File: config.mk
export PLATFORM = sky130hd
export DESIGN_NAME = lcd_line_timing_controller_core
export DESIGN_NICKNAME = d
export VERILOG_FILES = /design/src/design/lltc_pkg.sv /design/src/design/lltc_step.sv /design/src/design/lcd_line_timing_controller_core.sv
export SDC_FILE = /design/constraint.sdc
export NUM_CORES = 1
export LEC_CHECK = 0
export ABC_CLOCK_PERIOD_IN_PS = 7000
export BUFFER_PORTS_ARGS = -buffer_cell sky130_fd_sc_hd__clkbuf_2
export CAP_MARGIN = 20
export CORE_UTILIZATION = 45
export CTS_BUF_LIST = sky130_fd_sc_hd__clkbuf_4 sky130_fd_sc_hd__clkbuf_8
export CTS_CLUSTER_SIZE = 30
export DETAILED_ROUTE_END_ITERATION = 7
export PLACE_DENSITY_LB_ADDON = 0.25
export SLEW_MARGIN = 40
export SYNTH_ARGS = -nofsm -noshare
export SYNTH_HDL_FRONTEND = slang
export SYNTH_SLANG_ARGS = --single-unit
File: constraint.sdc
create_clock -name clk -period 7 [get_ports clk]
set_clock_uncertainty 0.05 [all_clocks]
set_input_delay 0.7 -clock clk [delete_from_list [all_inputs] [get_ports clk]]
set_output_delay 0.7 -clock clk [all_outputs]
set_load 0.01 [all_outputs]
File: src/design/lltc_pkg.sv
// lltc_pkg: shared types and timing constants for the lcd line timing controller
`timescale 1ns / 1ps

package lltc_pkg;

  typedef enum logic [1:0] {
    MODE_HBLANK = 2'd0,
    MODE_VBLANK = 2'd1,
    MODE_OAM    = 2'd2,
    MODE_OAMRAM = 2'd3
  } mode_t;

  // configuration register indexes
  localparam logic [1:0] REG_LCD_ENABLE   = 2'd0;
  localparam logic [1:0] REG_STAT_ENABLES = 2'd1;
  localparam logic [1:0] REG_LINE_COMPARE = 2'd2;

  // stat interrupt enable bit positions
  localparam int EN_HBLANK = 0;
  localparam int EN_VBLANK = 1;
  localparam int EN_OAM    = 2;
  localparam int EN_LYC    = 3;

  localparam logic [9:0] OAM_END_TIME    = 10'd80;
  localparam logic [9:0] XFER_END_TIME   = 10'd252;
  localparam logic [9:0] LINE_TIME       = 10'd456;
  localparam logic [7:0] VISIBLE_LINES   = 8'd144;
  localparam logic [7:0] LAST_VBLANK_LINE = 8'd153;

  typedef struct packed {
    logic       lcd_enable;
    logic [3:0] stat_int_enables;
    logic [7:0] line_compare;
  } cfg_t;

  typedef struct packed {
    logic [9:0] scan_time;
    logic [7:0] line_counter;
    mode_t      mode;
    logic       coincidence;
    logic       hblank;
    logic       vsync;
  } timing_state_t;

  typedef struct packed {
    mode_t      lcd_mode;
    logic [7:0] current_line;
    logic       coincidence;
    logic       vblank_irq;
    logic       stat_irq;
    logic       draw_line;
    logic [7:0] draw_line_number;
    logic       in_hblank;
    logic       in_vsync;
  } result_t;

endpackage

File: src/design/lltc_step.sv
// lltc_step: next-state and result logic for one elapsed-cycles report
`timescale 1ns / 1ps

module lltc_step import lltc_pkg::*; (
  input  timing_state_t state,
  input  cfg_t          cfg,
  input  logic [7:0]    elapsed_cycles,
  output timing_state_t state_next,
  output result_t       result
);

  logic [9:0] sum;
  logic       end_line;
  logic       visible;
  logic       first_vblank;
  logic       wrap;
  logic       lyc_match;
  logic       stat_hblank;
  logic       stat_line;
  mode_t      mode_mid;
  logic       hblank_mid;

  always_comb begin
    sum = state.scan_time + {2'b00, elapsed_cycles};

    // at most one mode change before the end of line check
    mode_mid    = state.mode;
    hblank_mid  = state.hblank;
    stat_hblank = 1'b0;
    if (state.mode == MODE_OAM) begin
      if (sum >= OAM_END_TIME) mode_mid = MODE_OAMRAM;
    end else if (state.mode == MODE_OAMRAM) begin
      if (sum >= XFER_END_TIME) begin
        mode_mid    = MODE_HBLANK;
        hblank_mid  = 1'b1;
        stat_hblank = cfg.lcd_enable & cfg.stat_int_enables[EN_HBLANK];
      end
    end

    end_line     = (sum >= LINE_TIME);
    visible      = (state.line_counter < VISIBLE_LINES);
    first_vblank = (state.line_counter == VISIBLE_LINES);
    wrap         = (state.line_counter > LAST_VBLANK_LINE);
    lyc_match    = (cfg.line_compare == state.line_counter);

    state_next = state;
    state_next.scan_time = end_line ? (sum - LINE_TIME) : sum;
    state_next.mode      = mode_mid;
    state_next.hblank    = hblank_mid;
    stat_line = 1'b0;
    result.vblank_irq       = 1'b0;
    result.draw_line        = 1'b0;
    result.draw_line_number = 8'd0;

    if (end_line) begin
      if (visible) begin
        result.draw_line        = cfg.lcd_enable;
        result.draw_line_number = cfg.lcd_enable ? state.line_counter : 8'd0;
        state_next.mode         = MODE_OAM;
        state_next.hblank       = 1'b0;
      end else if (first_vblank) begin
        state_next.mode   = MODE_VBLANK;
        result.vblank_irq = 1'b1;
        stat_line         = cfg.lcd_enable & cfg.stat_int_enables[EN_VBLANK];
        state_next.vsync  = 1'b1;
      end else if (wrap) begin
        stat_line        = cfg.lcd_enable & cfg.stat_int_enables[EN_OAM];
        state_next.vsync = 1'b0;
      end
      // compare uses the line number before it advances, not gated by lcd enable
      state_next.coincidence = lyc_match;
      if (lyc_match && cfg.stat_int_enables[EN_LYC]) stat_line = 1'b1;
      state_next.line_counter = wrap ? 8'd0 : state.line_counter + 8'd1;
    end

    result.stat_irq     = stat_hblank | stat_line;
    result.lcd_mode     = state_next.mode;
    result.current_line = state_next.line_counter;
    result.coincidence  = state_next.coincidence;
    result.in_hblank    = state_next.hblank;
    result.in_vsync     = state_next.vsync;
  end

endmodule

File: src/design/lcd_line_timing_controller_core.sv
// lcd_line_timing_controller_core: lcd mode and line sequencer with registered result
`timescale 1ns / 1ps
// a result is registered and appears on the out channel in the cycle after its transaction is accepted
// throughput: one transaction per cycle; the single result register stalls the input
//   only while it holds a result that the output side is stalling
// the whole step is one counter add, one subtract and a few compares ahead of that register
// reset (rst, synchronous): timing state and configuration clear to zero, mode hblank,
//   no result pending

module lcd_line_timing_controller_core import lltc_pkg::*; (
  input  logic       clk,
  input  logic       rst,
  // input channel
  input  logic       in_valid,
  output logic       in_stall,
  input  logic [7:0] elapsed_cycles,
  // output channel
  output logic       out_valid,
  input  logic       out_stall,
  output logic [1:0] lcd_mode,
  output logic [7:0] current_line,
  output logic       coincidence,
  output logic       vblank_irq,
  output logic       stat_irq,
  output logic       draw_line,
  output logic [7:0] draw_line_number,
  output logic       in_hblank,
  output logic       in_vsync,
  // configuration write channel
  input  logic       cfg_valid,
  output logic       cfg_ready,
  input  logic [1:0] cfg_index,
  input  logic [7:0] cfg_data
);

  cfg_t          cfg;
  timing_state_t state;
  timing_state_t state_next;
  result_t       step_result;
  result_t       result;
  logic          in_accept;

  assign cfg_ready = 1'b1;
  assign in_stall  = out_valid & out_stall;
  assign in_accept = in_valid & ~in_stall;

  always_ff @(posedge clk) begin
    if (rst) begin
      cfg <= '0;
    end else if (cfg_valid && cfg_ready) begin
      case (cfg_index)
        REG_LCD_ENABLE:   cfg.lcd_enable       <= cfg_data[0];
        REG_STAT_ENABLES: cfg.stat_int_enables <= cfg_data[3:0];
        REG_LINE_COMPARE: cfg.line_compare     <= cfg_data;
        default: ;
      endcase
    end
  end

  lltc_step u_step (
    .state          (state),
    .cfg            (cfg),
    .elapsed_cycles (elapsed_cycles),
    .state_next     (state_next),
    .result         (step_result)
  );

  always_ff @(posedge clk) begin
    if (rst) begin
      state.scan_time    <= '0;
      state.line_counter <= '0;
      state.mode         <= MODE_HBLANK;
      state.coincidence  <= 1'b0;
      state.hblank       <= 1'b0;
      state.vsync        <= 1'b0;
    end else if (in_accept) begin
      state <= state_next;
    end
  end

  always_ff @(posedge clk) begin
    if (rst) begin
      out_valid <= 1'b0;
    end else if (in_accept) begin
      out_valid <= 1'b1;
    end else if (!out_stall) begin
      out_valid <= 1'b0;
    end
  end

  always_ff @(posedge clk) begin
    if (in_accept) begin
      result <= step_result;
    end
  end

  assign lcd_mode         = result.lcd_mode;
  assign current_line     = result.current_line;
  assign coincidence      = result.coincidence;
  assign vblank_irq       = result.vblank_irq;
  assign stat_irq         = result.stat_irq;
  assign draw_line        = result.draw_line;
  assign draw_line_number = result.draw_line_number;
  assign in_hblank        = result.in_hblank;
  assign in_vsync         = result.in_vsync;

  // scan time always ends a step below one line period
  a_scan_range: assert property (@(posedge clk) disable iff (rst)
    state.scan_time < LINE_TIME)
    else $error("scan time out of range");

  // line counter never passes the wrap point
  a_line_range: assert property (@(posedge clk) disable iff (rst)
    state.line_counter <= LAST_VBLANK_LINE + 8'd1)
    else $error("line counter out of range");

  // a draw strobe always leaves the block in oam search, and the line it draws is a visible one
  a_draw_mode: assert property (@(posedge clk) disable iff (rst)
    out_valid && draw_line |->
      lcd_mode == MODE_OAM && current_line <= VISIBLE_LINES && draw_line_number < VISIBLE_LINES)
    else $error("draw strobe outside oam search");

  // the vblank interrupt comes with entry to vblank on line 145
  a_vblank_entry: assert property (@(posedge clk) disable iff (rst)
    out_valid && vblank_irq |->
      lcd_mode == MODE_VBLANK && in_vsync && current_line == VISIBLE_LINES + 8'd1)
    else $error("vblank interrupt without vblank entry");

  // a held result does not change while the output side stalls
  a_result_hold: assert property (@(posedge clk) disable iff (rst)
    out_valid && out_stall |=> $stable(result))
    else $error("stalled result changed");

endmodule
==> flow_summary.toml, run 1 <==
[global_routing]
grt_pass1_vias = 2645
grt_max_degree = 40
grt_overflow = 0
grt_pass1_wl_mm = 12.6
antenna_found_initial = 0
grt_usage_pct = 20.9

[placement]
postPlaceCellArea_um2 = 3700
placed_cells = 502
dp_hpwl_mm = 5.45
gp_congestion = 0.930
io_buffers = 48

[sta]
hold_viol = 0
tightest_slew_ns = 0.827
setup_violations = 0
fin_crit_sh_pct = 54.7
drv_slew = 0
tns_ns = 0
slew_headroom_pct = 44.9
rsz0062_at_grt = "no"
fin_crit_ns = 3.83
fmax_ghz = 0.261

[cts]
holdBufCountCts = 0
ctsResizeCount = 0
cts_inserted_buffers = 9
cts_tree = "yes"
clock_sinks = 61
clockBufferDepth = 2
cts-root-buf = "clkbuf_8"
clk_latency_ns = 0.34
clkSlewWorstSetupHoldPaths_ns = 0.06
cts_setup_buffers = 0
htreeDepth = 3

[worst_setup_path]
slowest_delay_ns = 0.50
crit_type = "input port to flop"
cpMaxStageDelayCell = "nand2_1"
cp-start-kind = "input port"
worst-path-max-fanout = 18
arrival_ns = 3.92
critPathTopFamily = "compound AO/OA/AOI/OAI gates"
crit_buf_inv = 2
path_cells = "clkbuf_2 -> ha_1 -> fa_1 -> a21o_1 -> a211oi_1 -> nor2_1 -> inv_1 -> ha_1 -> nand3_1 -> o21ai_0 -> o2111ai_1 -> nand2_1 -> nand2_1 -> o31ai_1"
cp_num_cells = 14
r2r_cells = 13
endpoint_kind = "flop"
required_ns = 7.09

[die]
fp.dieH_um = 89.5
dieArea_um2 = 8010
core-area_um2 = 7330
initial_core_util_pct = 47.0
fp.dieW_um = 89.5
rows = 31
io_pins = 50

[power]
internal_power_mw = 0.657
clkPwrFrac_pct = 30.3
p_per_area_nw_per_um2 = 251
comb_power_share_pct = 27.5
peakVddDrop_v = 0.000122
netSwitchingFraction_pct = 32.8
p_sw_mw = 0.320
leakage_nw = 1.61
seq_power_share_pct = 42.1

[drt]
drtIter0Drc = 233
drc_errors = 0
vias_per_cell = 5.72
wl_per_cell_um = 14.8
detail-route-antenna-nets = 0
via_count = 2963
finalWirelength_mm = 7.67
first_pass_iters = 4

[logic_synthesis]
yosysUniqueCellTypes = 58
synth_edf_count = 24
ys_seq_elements = 61
yosysTopAreaCellShare_pct = 21.5
syn-num-nets = 418
yosysMostFrequentCell = "nor2_1"
yosysTopAreaCell = "dfxtp_1"
syn_avg_cell_area_um2 = 9.05
synth_area_leaders = "dfxtp_1 21%, edfxtp_1 21%, ha_1 4.7%, nor2_1 4.1%, nand2_1 3.6%"
ys.flop_type = "dfxtp_1"
ys_seq_area_share_pct = 42.4
synthCells = 381
synthesis.area_um2 = 3450
ys_warn_count = 0
async_flop_share_pct = 0
synthTopCellsByCount = "38 x nor2_1, 37 x dfxtp_1, 33 x nand2_1"

[finish]
fillers = 702
nets = 451
area_growth_pct = 12.8
stdcell_count = 518
ff_latch_area_um2 = 1460
diodes = 0
multi_input_area_um2 = 1830
layout-drive-gt1-share_pct = 16.7
final_area_um2 = 3890

[min_path]
worstHoldPathCells = 2
hold_path.class = "flop to flop"

[job]
drv_cap = 0

[status]
outcome = "finished clean"
-- power by group through the flow --
stage / Clock [mW] / Sequential (mW) / Combinational [mW]
floorplan: 0 / 0.420 / 0.198
global placement: 0 / 0.419 / 0.260
detailed placement: 0 / 0.419 / 0.264
CTS: 0.303 / 0.412 / 0.265
global route: 0.316 / 0.414 / 0.300
finish: 0.296 / 0.412 / 0.269
-- cell families after synthesis --
| family | Yosys count | synth area share (%) |
|---|---|---|
| other cells | 1 | 0.109 |
| simple gates | 137 | 19.5 |
| mux | 12 | 3.48 |
| buf+inv | 38 | 4.57 |
| xor+xnor | 16 | 4.07 |
| flops | 61 | 42.4 |
| compound gates | 102 | 20.6 |
| fa+ha+maj | 14 | 5.30 |
-- worst register-to-register path, stage by stage (launching register included) --
cell	delay [ns]
dfxtp_1	0.31
ha_1	0.21
fa_1	0.45
a21o_1	0.21
a211oi_1	0.28
nor2_1	0.14
inv_1	0.14
ha_1	0.16
nand3_1	0.08
o21ai_0	0.13
o2111ai_1	0.17
nand2_1	0.50
nand2_1	0.29
o31ai_1	0.36
-- layout make-up --
class	count	area share, %
multi-input cells	282	47.1
clock buffers	10	3.38
clock inverters	6	1.38
inverters	11	1.06
well taps	99	3.18
flip-flops and latches	61	37.6
repair buffers	49	6.37
-- final timing paths --
| kind | endpoint | slack [ns] | from |
|---|---|---|---|
| max | current_line[6] | 3.17 | elapsed_cycles[0] |
| min | state[13] | 0.42 | state[13] |
| max reg2reg | current_line[6] | 3.32 | state[13] |
| min reg2reg | state[13] | 0.42 | state[13] |
-- metal layers --
metal	global-route usage, %	vias to the layer above	routed length [µm]
met2	31.2	99	3290
met5	0	-	0
met3	4.89	9	497
li1	-	1464	-
met4	7.79	0	100
met1	29.4	1391	3780
-- state kept, by name, summed over array words and instances, names as in the netlist --
| name | cells |
|---|---|
| draw_line_number | 8 |
| current_line | 8 |
| out_valid | 1 |
| coincidence | 1 |
| in_vsync | 1 |
| stat_irq | 1 |
| draw_line | 1 |
| in_hblank | 1 |
| cfg | 13 |
| state | 23 |
| lcd_mode | 2 |
| vblank_irq | 1 |
-- cells in the final DEF (no fill, tap or decap), types with 2 or more instances in the layout --
| cell type | n |
|---|---|
| a211oi_1 | 5 |
| a211oi_2 | 2 |
| a21boi_0 | 3 |
| a21o_1 | 6 |
| a21oi_1 | 17 |
| a311oi_1 | 8 |
| a31oi_1 | 3 |
| a41oi_1 | 2 |
| and2_1 | 11 |
| and3_1 | 9 |
| clkbuf_2 | 48 |
| clkbuf_8 | 9 |
| clkinv_1 | 2 |
| clkinv_2 | 4 |
| dfxtp_1 | 37 |
| edfxtp_1 | 24 |
| ha_1 | 13 |
| inv_1 | 10 |
| mux2i_1 | 12 |
| nand2_1 | 32 |
| nand2b_1 | 6 |
| nand3_1 | 8 |
| nand3b_1 | 2 |
| nand4_1 | 5 |
| nor2_1 | 38 |
| nor3_1 | 9 |
| nor3b_1 | 2 |
| nor4_1 | 2 |
| o211ai_1 | 3 |
| o21a_1 | 3 |
| o21ai_0 | 22 |
| o221ai_1 | 2 |
| o22ai_1 | 2 |
| o31ai_1 | 9 |
| or3_1 | 4 |
| or4_1 | 5 |
| xnor2_1 | 14 |
| xor2_1 | 2 |
-- metrics by stage --
| step | hold slack [ns] | util, % | power (mW) | worst slack (ns) |
|---|---|---|---|---|
| final | 0.416 | 53.1 | 0.977 | 3.17 |
| after floorplan | 0.390 | - | 0.618 | 3.60 |
| after global placement | 0.396 | 50.5 | 0.679 | 3.01 |
| after global routing | 0.446 | 53.1 | 1.03 | 2.84 |
| after CTS | 0.414 | 53.0 | 0.980 | 3.21 |
| after detailed placement | 0.405 | 50.5 | 0.683 | 2.91 |
(Power assumes the default switching activity.)
==> inputs of run 2 (changes only) <==
- ABC_CLOCK_PERIOD_IN_PS: 7000 -> 3700
- clock period: 7 -> 3.7 ns (I/O delays scaled with it)
==> run 2 against run 1 <==
Net effect:
- clock power up 79%
- cell area up 1.2%
- sequential share of layout area down 0.44 points
- combinational power up 98%
- cell count up 1.4%
- first-iteration DRC count up 12%
- critical path depth down 1
- global-route usage up 0.39 points
- non-clock buffer count up 7
- sequential cell count unchanged
- register-to-register slack worse by 3.0 ns
- hold slack worse by 0.20 ns
==> flow_summary.toml, run 2 (same netlist as run 1, synthesis figures left out) <==
[global_routing]
grt_pass1_vias = 2661
grt_pass1_wl_mm = 12.8
grt_usage_pct = 21.3
grt_overflow = 0
antenna_found_initial = 0
grt_max_degree = 40

[min_path]
hold_path.class = "input port to flop"
worst_hold_startpoint = "cfg_data[5]"
min_to = "cfg[5]"
worstHoldPathCells = 3

[finish]
largest-register = "state"
mostFrequentLayoutCell = "clkbuf_2"
diodes = 0
stdcell_count = 525
area_growth_pct = 14.2
multi_input_area_um2 = 1830
nets = 458
final_cell_mix = "47 x clkbuf_2, 38 x nor2_1, 37 x dfxtp_1, 33 x nand2_1, 24 x edfxtp_1"
reg_top3 = "state x23, cfg x13"
largest_reg_flops = 23
layout-drive-gt1-share_pct = 17.8
ff_latch_area_um2 = 1460
fillers = 702

[sta]
tightest_slew_ns = 0.725
setup_violations = 0
tns_ns = 0
hold_viol = 0
drv_slew = 0
fin_crit_sh_pct = 91.1
fmax_ghz = 0.297
rsz0062_at_grt = "no"
slew_headroom_pct = 51.7
fin_crit_ns = 3.37

[drt]
via_count = 3014
vias_per_cell = 5.74
detail-route-antenna-nets = 0
first_pass_iters = 5
wl_per_cell_um = 14.7
finalWirelength_mm = 7.73
drtIter0Drc = 261
drc_errors = 0

[power]
peakVddDrop_v = 0.000276
p_per_area_nw_per_um2 = 468
leakage_nw = 1.64

[worst_setup_path]
cpMaxStageDelayCell = "fa_1"
cp-start-kind = "flop"
required_ns = 3.74
r2r_end = "draw_line_number[2]"
worst-path-max-fanout = 7
crit_type = "flop to flop"
r2r-start = "state[13]"
arrival_ns = 3.42
r2r_slack_ns = 0.33
r2r_cells = 13
slowest_delay_ns = 0.44
path_cells = "ha_1 -> fa_1 -> nand3_1 -> a21boi_0 -> nor2_1 -> inv_1 -> ha_1 -> nand3_1 -> o21ai_0 -> o2111ai_1 -> nand2_1 -> and3_1 -> and2_1"
endpoint_kind = "flop"

[status]
outcome = "finished clean"

[die]
io_pins = 50
fp.dieH_um = 89.5
fp.dieW_um = 89.5
dieArea_um2 = 8010
initial_core_util_pct = 47.0
rows = 31
core-area_um2 = 7330

[cts]
clk_latency_ns = 0.34
holdBufCountCts = 0
cts_inserted_buffers = 9
ctsResizeCount = 0
htreeDepth = 3
clock_sinks = 61
cts_setup_buffers = 0
cts-root-buf = "clkbuf_8"
cts_tree = "yes"
clockBufferDepth = 2
clkSlewWorstSetupHoldPaths_ns = 0.06

[placement]
io_buffers = 48
placed_cells = 509
gp_congestion = 0.889
dp_hpwl_mm = 5.52

[job]
drv_cap = 0
run 2: worst max-delay path: cells and delay by family, from the launching register on:
family          cells  cell delay, ns
compound gates      3            0.54
fa+ha+maj           3            0.87
flops               1            0.31
simple gates        6            1.24
buf+inv             1            0.10
run 2: layout make-up:
type / count / area share [%]
clock buffers: 13 / 4.23
well taps: 99 / 3.15
inverters: 11 / 1.05
clock inverters: 3 / 0.318
flip-flops and latches: 61 / 37.1
repair buffers: 56 / 7.63
multi-input cells: 282 / 46.5
run 2: layer usage:
metal,vias to the layer above,GRT usage (%),wire length (µm)
li1,1482,-,-
met1,1428,30.0,3770
met2,94,31.6,3420
met3,10,4.52,431
met4,0,8.80,102
met5,-,0,0
run 2: worst max-delay path by stage:
| stage | end | cells past startpoint | from | slack, ns |
|---|---|---|---|---|
| finish | draw_line_number[2] | 13 | state[13] | 0.33 |
| global route | state[9] | 14 | state[13] | 0.08 |
| CTS | state[0] | 13 | state[13] | 0.14 |
| detailed placement | state[0] | 14 | elapsed_cycles[0] | 0.02 |
| global placement | state[7] | 14 | elapsed_cycles[0] | 0.19 |
| floorplan | lcd_mode[1] | 14 | elapsed_cycles[0] | 0.63 |
run 2: per-stage QoR:
stage                     hold slack [ns]  setup WS, ns  total power, mW  instance area, µm²  util, %
final                               0.219         0.328             1.84                3940     53.7
after floorplan                     0.390         0.634             1.17                3450        -
after global placement              0.400         0.192             1.30                3750     51.2
after global routing                0.240        0.0808             1.94                3940     53.7
after detailed placement            0.407        0.0220             1.31                3750     51.2
after CTS                           0.207         0.140             1.85                3930     53.7
run 2: where the power goes:
part / total, mW / internal, mW / leakage, nW / switching (mW)
clock network: 0.530 / 0.289 / 0.0953 / 0.241
logic: 0.532 / 0.204 / 1.00 / 0.328
registers: 0.779 / 0.749 / 0.543 / 0.0304
total: 1.84 / 1.24 / 1.64 / 0.600
==> inputs of run 3 (changes only) <==
- ABC_AREA: not set -> 1
- MAX_ROUTING_LAYER: not set -> met4
==> run 3 against run 2 <==
Net effect:
- clock power decreased by 5.7%
- die area increased by 0.11%
- global-route usage down 0.13 points
- synthesized cell count grew 24%
- combinational power down 19%
- critical path type unchanged
- critical endpoint is now draw_line_number[7]
- highest routed layer unchanged
==> flow_summary.toml, run 3 <==
[sta]
fin_crit_ns = 2.98
rsz0062_at_grt = "no"
setup_violations = 0
worst_slack_ns = 0.716
slew_headroom_pct = 49.4
drv_slew = 0
tightest_slew_ns = 0.753
holdWs_ns = 0.205
fin_crit_sh_pct = 80.6
fmax_ghz = 0.335
hold_viol = 0
tns_ns = 0

[logic_synthesis]
syn-num-nets = 511
synthCells = 474
yosysMostFrequentCell = "nand2_1"
synth_area_leaders = "dfxtp_1 21%, edfxtp_1 21%, nand2_1 11%, inv_1 7.6%, nor2_1 7.3%"
synth_edf_count = 24
ys.flop_type = "dfxtp_1"
yosysTopAreaCell = "dfxtp_1"
ys_seq_elements = 61
synthTopCellsByCount = "98 x nand2_1, 70 x inv_1, 67 x nor2_1"
syn_avg_cell_area_um2 = 7.28
ys_seq_area_share_pct = 42.3
yosysTopAreaCellShare_pct = 21.5
yosysUniqueCellTypes = 34
synthesis.area_um2 = 3450
ys_warn_count = 0
async_flop_share_pct = 0

[die]
fp.dieW_um = 89.6
core-area_um2 = 7330
io_pins = 50
initial_core_util_pct = 47.1
dieArea_um2 = 8020
fp.dieH_um = 89.6
rows = 31

[cts]
holdBufCountCts = 0
cts-root-buf = "clkbuf_8"
clockBufferDepth = 2
clkSlewWorstSetupHoldPaths_ns = 0.06
cts_tree = "yes"
ctsResizeCount = 0
cts_setup_buffers = 0
cts_inserted_buffers = 9
clk_latency_ns = 0.33
clock_sinks = 61
htreeDepth = 3

[job]
drv_cap = 0

[power]
peakVddDrop_v = 0.000226
clkPwrFrac_pct = 29.1
power_mw = 1.72
netSwitchingFraction_pct = 32.6
internal_power_mw = 1.16
comb_power_share_pct = 25.0
p_sw_mw = 0.560
p_per_area_nw_per_um2 = 438
leakage_nw = 1.93
seq_power_share_pct = 45.9

[worst_setup_path]
r2r_end = "draw_line_number[7]"
r2r_cells = 16
required_ns = 3.73
cp-start-kind = "flop"
crit_type = "flop to flop"
arrival_ns = 3.01
cpMaxStageDelayCell = "fa_1"
slowest_delay_ns = 0.44
path_cells = "ha_1 -> fa_1 -> nand3_1 -> nand2_1 -> nand2_1 -> nand2_1 -> ha_1 -> nor3b_1 -> nand2_1 -> nand4_1 -> nand2_2 -> nand2_4 -> nand2_2 -> nor2_2 -> inv_2 -> nor2_1"
r2r_slack_ns = 0.72
endpoint_kind = "flop"
crit_start = "state[13]"
worst_path_most_repeated_cell = "nand2_1"
worst-path-max-fanout = 34
r2r-start = "state[13]"

[finish]
fillers = 725
largest_reg_flops = 23
reg_top3 = "state x23, cfg x13"
mostFrequentLayoutCell = "nand2_1"
multi_input_area_um2 = 1650
nets = 559
utilization_pct = 53.6
final_cell_mix = "98 x nand2_1, 70 x inv_1, 66 x nor2_1, 48 x clkbuf_2, 37 x dfxtp_1"
final_area_um2 = 3930
largest-register = "state"
area_growth_pct = 13.8
ff_latch_area_um2 = 1460
diodes = 0
layout-drive-gt1-share_pct = 16.1
stdcell_count = 626

[drt]
wl_per_cell_um = 11.7
drtIter0Drc = 155
finalWirelength_mm = 7.35
detail-route-antenna-nets = 0
vias_per_cell = 4.93
first_pass_iters = 4
via_count = 3084
drc_errors = 0

[global_routing]
grt_pass1_wl_mm = 12.4
antenna_found_initial = 0
grt_overflow = 0
grt_usage_pct = 21.2
grt_pass1_vias = 2756
grt_max_degree = 48

[placement]
dp_hpwl_mm = 5.41
gp_congestion = 0.893
dp_slack_ns = 0.549
postPlaceCellArea_um2 = 3760
io_buffers = 48
placed_cells = 610

[min_path]
min_to = "cfg[4]"
hold_path.class = "input port to flop"
worstHoldPathCells = 3
worst_hold_startpoint = "cfg_data[4]"

[status]
outcome = "finished clean"
[run 3: cell types whose count changed after synthesis, sizes merged, moves of 11 or more]
cell    previous run  this run
nand2             33       106
inv               10        71
nor2              38        69
nand3              8        29
o21ai             23        39
xnor2             14         0
clkbuf            19         7
mux2i             12         0
and2              11         0
[run 3: final cells by class]
cell class / instances / area share (%)
sequential: 61 / 37.2
clock inverter: 5 / 0.701
tap: 99 / 3.15
clock buffer: 11 / 3.54
inverter: 73 / 6.98
multi-input combinational: 328 / 42.1
timing repair buffer: 49 / 6.31
[run 3: routing by layer]
metal  wire length (µm)  vias up  part of all wire (%)  global-route usage (%)
li1                   -     1624                     -                       -
met1               3660     1359                    50                    27.5
met2               3250       95                    44                    33.0
met3                389        6                   5.3                    5.21
met4                 40        0                  0.54                    5.63
met5                  0        -                     0                       -
[run 3: power by group through the flow]
| stage | Combinational, mW | Sequential, mW | Clock [mW] |
|---|---|---|---|
| 4_1_cts | 0.431 | 0.790 | 0.519 |
| 2_1_floorplan | 0.323 | 0.809 | 0 |
| 6_report | 0.430 | 0.789 | 0.500 |
| 3_5_place_dp | 0.430 | 0.804 | 0 |
| 5_1_grt | 0.497 | 0.797 | 0.547 |
| 3_3_place_gp | 0.421 | 0.803 | 0 |
[run 3: cell families after synthesis]
kind of cell / count (synthesis) / synth area share [%]
and+or+nand+nor: 234 / 29.6
AOI/OAI and AO/OA: 73 / 11.2
adders and majority gates: 14 / 5.29
DFF: 61 / 42.3
other: 1 / 0.109
xor gates and xnor gates: 6 / 1.52
buffers and inverters: 85 / 9.93
[run 3: worst max-delay path by stage]
stage	end	slack, ns
after floorplan	stat_irq	0.96
after global placement	draw_line_number[5]	0.65
after detailed placement	draw_line_number[5]	0.55
after CTS	draw_line_number[5]	0.72
after global routing	lcd_mode[0]	0.40
final	draw_line_number[7]	0.72
[run 3: worst max-delay path, delay by kind of cell, from the launching register on]
family        cells  cell delay (ns)
fa+ha+maj         3             0.91
buf+inv           1             0.12
flops             1             0.31
simple gates     12             1.33
